[src/design/vn_pkg.sv]
// vn_pkg: shared types and constants for the vector normalizer
// no dependencies
`default_nettype none

package vn_pkg;

   localparam int unsigned NUM_COMP       = 4;
   localparam int unsigned UNIT_FRAC_BITS = 14;
   localparam int unsigned QUO_WIDTH      = UNIT_FRAC_BITS + 1;
   localparam int unsigned UNIT_WIDTH     = 16;
   localparam int unsigned MAG_WIDTH      = 17;
   localparam logic [MAG_WIDTH-1:0] MAG_MAX = {MAG_WIDTH{1'b1}};

   // control that travels alongside each vector through the chain
   typedef struct packed {
      logic                valid;
      logic                zero;
      logic [NUM_COMP-1:0] neg;
   } vn_ctrl_type;

endpackage

`default_nettype wire

[src/design/vn_front.sv]
// vn_front: absolute values, squares, sum of squares and per-lane targets
// depends on vn_pkg
`default_nettype none

module vn_front #(
   parameter int unsigned CW = 16
) (
   input  wire logic                  clock,
   input  wire logic                  reset,
   input  wire logic                  take,
   input  wire logic [CW-1:0]         comp_i [4],
   output vn_pkg::vn_ctrl_type        ctrl_o,
   output logic      [2*CW:0]         sum_o,
   output logic      [2*CW+27:0]      target_o [4]
);
   import vn_pkg::*;

   localparam int unsigned SW = 2 * CW + 1;
   localparam int unsigned TW = 2 * CW + 28;

   logic                valid_a_ff, valid_b_ff, valid_c_ff;
   logic [NUM_COMP-1:0] neg_a_ff, neg_b_ff, neg_c_ff;
   logic [CW-1:0]       abs_a_ff [4];
   logic [2*CW-1:0]     sq_b_ff [4];
   logic [SW-1:0]       sum_c_ff, sum_c_in;
   logic [TW-1:0]       tgt_c_ff [4];
   logic [CW-1:0]       abs_in [4];

   always_comb begin
      for (int i = 0; i < NUM_COMP; i++) begin
         abs_in[i] = comp_i[i][CW-1] ? CW'(-comp_i[i]) : comp_i[i];
      end
      sum_c_in = SW'(sq_b_ff[0]) + SW'(sq_b_ff[1]) + SW'(sq_b_ff[2]) + SW'(sq_b_ff[3]);
   end

   always_ff @(posedge clock) begin
      if (reset) begin
         valid_a_ff <= 1'b0;
         valid_b_ff <= 1'b0;
         valid_c_ff <= 1'b0;
      end else begin
         valid_a_ff <= take;
         valid_b_ff <= valid_a_ff;
         valid_c_ff <= valid_b_ff;
      end
   end

   always_ff @(posedge clock) begin
      for (int i = 0; i < NUM_COMP; i++) begin
         neg_a_ff[i] <= comp_i[i][CW-1];
         abs_a_ff[i] <= abs_in[i];
         sq_b_ff[i]  <= (2 * CW)'(abs_a_ff[i]) * (2 * CW)'(abs_a_ff[i]);
         // a squared scaled by two to the 28th, compared against q squared times sum
         tgt_c_ff[i] <= TW'(sq_b_ff[i]) << (2 * UNIT_FRAC_BITS);
      end
      neg_b_ff <= neg_a_ff;
      neg_c_ff <= neg_b_ff;
      sum_c_ff <= sum_c_in;
   end

   assign ctrl_o.valid = valid_c_ff;
   assign ctrl_o.zero  = (sum_c_ff == '0);
   assign ctrl_o.neg   = neg_c_ff;
   assign sum_o        = sum_c_ff;
   assign target_o     = tgt_c_ff;

endmodule

`default_nettype wire

[config.mk]
export PLATFORM = sky130hd
export DESIGN_NAME = vn_front
export DESIGN_NICKNAME = d
export VERILOG_FILES = /design/src/design/vn_pkg.sv /design/src/design/vn_front.sv
export SDC_FILE = /design/constraint.sdc
export NUM_CORES = 2
export LEC_CHECK = 0
export ABC_AREA = 1
export BUFFER_PORTS_ARGS = -buffer_cell sky130_fd_sc_hd__clkbuf_2
export CORE_MARGIN = 5
export CORE_UTILIZATION = 35
export CTS_BUF_LIST = sky130_fd_sc_hd__clkbuf_16
export CTS_CLUSTER_SIZE = 24
export DETAILED_ROUTE_END_ITERATION = 6
export PLACE_DENSITY = 0.47
export RECOVER_POWER = 50
export REMOVE_ABC_BUFFERS = 1
export SLEW_MARGIN = 10
export SYNTH_ARGS = -nofsm -noshare
export SYNTH_HDL_FRONTEND = slang
export SYNTH_SLANG_ARGS = --single-unit
export TNS_END_PERCENT = 5
[constraint.sdc]
create_clock -name clock -period 6.99 [get_ports clock]
set_input_delay 0.3495 -clock clock [delete_from_list [all_inputs] [get_ports clock]]
set_output_delay 0.3495 -clock clock [all_outputs]
set_load 0.02 [all_outputs]
== Word level (Yosys, flattened, before mapping) ==
Memory sizes are Yosys's and may differ from the RTL's.
Cells that the tools add are included.

* Add/sub/neg operators: 7
* Multiply operators: 4
* Multiplexer cells: 4
* Reductions and logical operators: 1

{| class="wikitable"
|+ Operators with widths
! cell !! number
|-
| $mul 16x16->32 || 4
|-
| $add 33x32->33 || 2
|-
| $mux 16 || 4
|-
| $neg 16->16 || 4
|-
| $add 32x32->33 || 1
|-
| $logic_not 33->1 || 1
|}

* Register bits after elaboration: 176
* RAM bits: 192
* Bits of input ports: 67
* Word-level logic and storage cells: 29
* Memories kept: 2

{| class="wikitable"
|+ Memories
! name !! words !! bits a word !! rd ports !! clocked after memory_dff !! write ports !! RTL line !! RTL
|-
| sq_b_ff || 4 || 32 || 4 || 0 || 4 || vn_front.sv:24 || <nowiki>logic [2*CW-1:0] sq_b_ff [4];</nowiki>
|-
| abs_a_ff || 4 || 16 || 4 || 0 || 4 || vn_front.sv:23 || <nowiki>logic [CW-1:0] abs_a_ff [4];</nowiki>
|}

== Longest topological paths before layout ==
An unclocked memory read counts as a cell.

* Depth after elaboration: 4
* Mapped depth: 27
* Gate-level depth less buffers: 25

== Worst setup path after synthesis ==
Ideal clock, no wire load.

* Path kind: reg2reg
* From: memory abs_a_ff[3][11]
* To: memory sq_b_ff[3][31] (netlist name)
* Setup time: 0.112 ns
* Arrival: 5.091 ns
* Required time: 6.878 ns
* Setup slack: 1.787 ns
* Cell stages (with the launch flop): 22
* Path buffers: 2
* Path through: dfxtp_1 -> clkbuf_1 -> clkbuf_1 -> nand2_1 -> fa_1 -> fa_1 -> inv_1 -> fa_1 -> fa_1 -> fa_1 -> inv_1 -> fa_1 -> inv_1 -> ha_1 -> nand2_2 -> inv_1 -> a21oi_1 -> nand3_1 -> nand2_1 -> nand2_1 -> nand2_1 -> nand2_1

{| class="wikitable"
|+ RTL lines
! element !! RTL line
|-
| start, declared || vn_front.sv:23
|-
| end, declared || vn_front.sv:24
|}

==> flow_summary.json <==
{
  "timing.final.setup_violations": 0,
  "yosysWarningCount": 0,
  "cp_cell_sequence": "nand2_1, fa_1, fa_1, inv_1, fa_1, fa_1, fa_1, inv_1, fa_1, inv_1, ha_1, nand2_2, inv_1, a21oi_1, nand3_1, nand2_1, nand2_1, nand2_1, nand2_1",
  "critical_path_arrival_ns": 6.49,
  "netlist_top_cells_count": "inv_1 (1,654), nand2_1 (1,478), fa_1 (710)",
  "global_route.peak_usage_layer": "met2",
  "max_slew.worst_pin.slew_ns": 1.062,
  "reg_to_reg_end": "sq_b_ff[3][23]",
  "dp_hpwl_um": 110100,
  "timing.hold.worst_path_depth": 4,
  "ant_nets": 0,
  "crit_type": "flip-flop to flip-flop",
  "clock-skew-final_ns": 0.06310,
  "die_y_um": 370.2,
  "crit_slowest_cell": "dfxtp_1",
  "fmaxAchievable_ghz": 0.1672,
  "synthDistinctLibCells": 36,
  "grt_pass1_wl_um": 201400,
  "longest_individual_stage_delay_on_the_worst_path_ns": 0.97,
  "critical_path.startpoint_type": "flip-flop",
  "use_met2": 0.3136,
  "grt_use_total": 0.1892,
  "min_period_over_period": 0.8554,
  "io_pins": 346,
  "htree_levels": 2,
  "fin_nets": 7256,
  "synth_async_sr_flop_share": 0,
  "synthTopCellsByArea": "fa_1 (31%), dfxtp_1 (16%), inv_1 (14%)",
  "first_pass_iters": 6,
  "hp-start": "comp_i[18]",
  "timing.max_cap.violations": 0,
  "critical_r2r_launch": "abs_a_ff[3][2]",
  "pin_count_of_the_biggest_net_entering_global_routing": 20,
  "setup_total_negative_slack_ns": 0,
  "slew-limit-headroom": 0.2918,
  "clk_pin_slew_ns": 0.07,
  "finalWirelength_um": 127400,
  "row_count": 132,
  "start_util": 0.3517,
  "cts_made_buffers": 48,
  "total_congestion_overflow": 0,
  "yosysTopAreaCell": "fa_1",
  "worst-endpoint-required_ns": 7.50,
  "fp.coreArea_mm2": 0.1292,
  "synth_top_cell_area_share": 0.3129,
  "finalWeightedCongestion": 0.8980,
  "timing.hold.worst.class": "input pin to flip-flop",
  "floorplan.die_area_mm2": 0.1371,
  "route.detailed.drc": 0,
  "worst-path-max-fanout": 17,
  "drt_first_iter_violations": 1866,
  "globalRouteMet1Util": 0.2642,
  "rr_worst_depth": 19,
  "endpoint_kind": "flip-flop",
  "clk_sink_count": 360,
  "dieWidth_um": 370.2,
  "clock_path_buffers": 3,
  "crit_path_start": "abs_a_ff[3][2]",
  "timing.critical_path.max_delay_family": "adder cells",
  "port_buffers": 229,
  "hold_viol_final": 0,
  "maxSlewViolCount": 0,
  "synth.avg_cell_area_um2": 7.823,
  "cts_tree": "done",
  "cts.repair_timing.setup_buffer_count": 0,
  "cts-root-buf": "clkbuf_16",
  "layout-drive-gt1-share": 0.05747,
  "postSynth.topFlopCell": "dfxtp_1",
  "number_of_flip_flops_and_latches_in_the_synthesized_netlist": 360,
  "reg2reg_setup_slack_ns": 1.01,
  "clock_insertion_delay_worst_skew_ns": 0.66,
  "critPathMostFrequentCell": "fa_1",
  "detail_route.wl_per_cell_um": 16.30,
  "netlist_instances": 5806,
  "vias_in_the_first_global_route": 35660,
  "groute.layer.met3.usage": 0.02135,
  "setup_repair_after_global_routing_missed_its_margin": "false",
  "syn2layout_area_growth_pct": 10.17,
  "synth_most_common_cell": "inv_1",
  "worst-path-buf-inv": 4,
  "mappedNetlistArea_mm2": 0.04542,
  "synth.yosys.seq_area_share": 0.1587,
  "detailed_route_via_count": 34290,
  "hold-path-endpoint": "abs_a_ff[2][2]",
  "status": "complete, no violations",
  "layout_min_cycle_time_ns": 5.979,
  "viasPerCell": 4.384,
  "grt_antenna_before_repair": 21,
  "synth_edf_count": 0
}
cells by family after synthesis:
logic type               after synthesis  synth area share
AO/OA/AOI/OAI                        174           0.02204
other                                  2         0.0001654
buffers and inverters               1903            0.1670
XOR/XNOR                             173           0.03336
AND/OR/NAND/NOR                     2041            0.1838
adder cells (fa/ha/maj)             1153            0.4350
flip-flops                           360            0.1587
registers in the layout, summed over array words and instances, names as in the netlist:
signal,cells
abs_a_ff,64
neg_a_ff,4
neg_b_ff,4
neg_c_ff,4
sq_b_ff,124
sum_o,33
target_o,124
valid_a_ff,1
valid_b_ff,1
valid_c_ff,1
how the worst max path moves through the flow:
stage / to / cells after the start
floorplan: sq_b_ff[1][29] / 23
global placement: sq_b_ff[3][23] / 19
detailed placement: sq_b_ff[3][23] / 19
CTS: sq_b_ff[3][23] / 19
global route: sq_b_ff[3][31] / 19
finish: sq_b_ff[3][23] / 19
per-layer routing:
metal  wire [µm]  share of wire  up-vias
met5           0              0        -
met4        3296          0.026        0
met3        5909          0.046      113
met2       58780           0.46      654
met1       59450           0.47    16570
li1            -              -    16950
cell type report:
type                    instances  area, µm²
fillers                     13620      79110
inverters                    1662       6238
well taps                    1742       2180
clock inverters                38      365.4
repair buffers                304       1762
multi-input cells            3660      31050
clock buffers                  49       1226
diodes                          5      12.51
flip-flops and latches        360       7207
cell usage in the layout (no fill, tap or decap), drive strengths merged, types with 13 or more instances in the layout:
master and n:
inv 1677, nand2 1513, fa 710, ha 443, dfxtp 360, clkbuf 281
nor2 249, nand3 168, xor2 152, conb 119, a21oi 115, dlygate4sd3 61
nor3 49, nand4 34, o21bai 27, o21ai 22, xnor2 21, clkinv 14
or2 13
tightest hold or removal path: stages:
cell	delay, ns
clkbuf_2	0.09
inv_1	0.10
xor2_1	0.08
inv_1	0.05
what timing repair did:
| action | 4_1_cts | 5_1_grt |
|---|---|---|
| gates resized for setup | 0 | 0 |
| hold endpoints to repair | 65 | 0 |
| hold buffers | 61 | 0 |
per-stage QoR:
step | hold slack, ns | instance area [µm²] | setup slack (ns) | std cells | util
2_1_floorplan | 0.3096 | 44510 | 1.956 | 5682 | -
3_3_place_gp | 0.3099 | 47940 | 1.111 | 7667 | 0.3712
3_5_place_dp | 0.3121 | 47940 | 1.018 | 7667 | 0.3712
4_1_cts | 0.008261 | 50140 | 0.9724 | 7815 | 0.3883
5_1_grt | 0.06119 | 50030 | 0.6726 | 7815 | 0.3873
6_report | 0.05013 | 50040 | 1.011 | 7820 | 0.3874
Power is not shown: default switching activity piles up to over one toggle a cycle in this logic, so the estimate is an artifact.
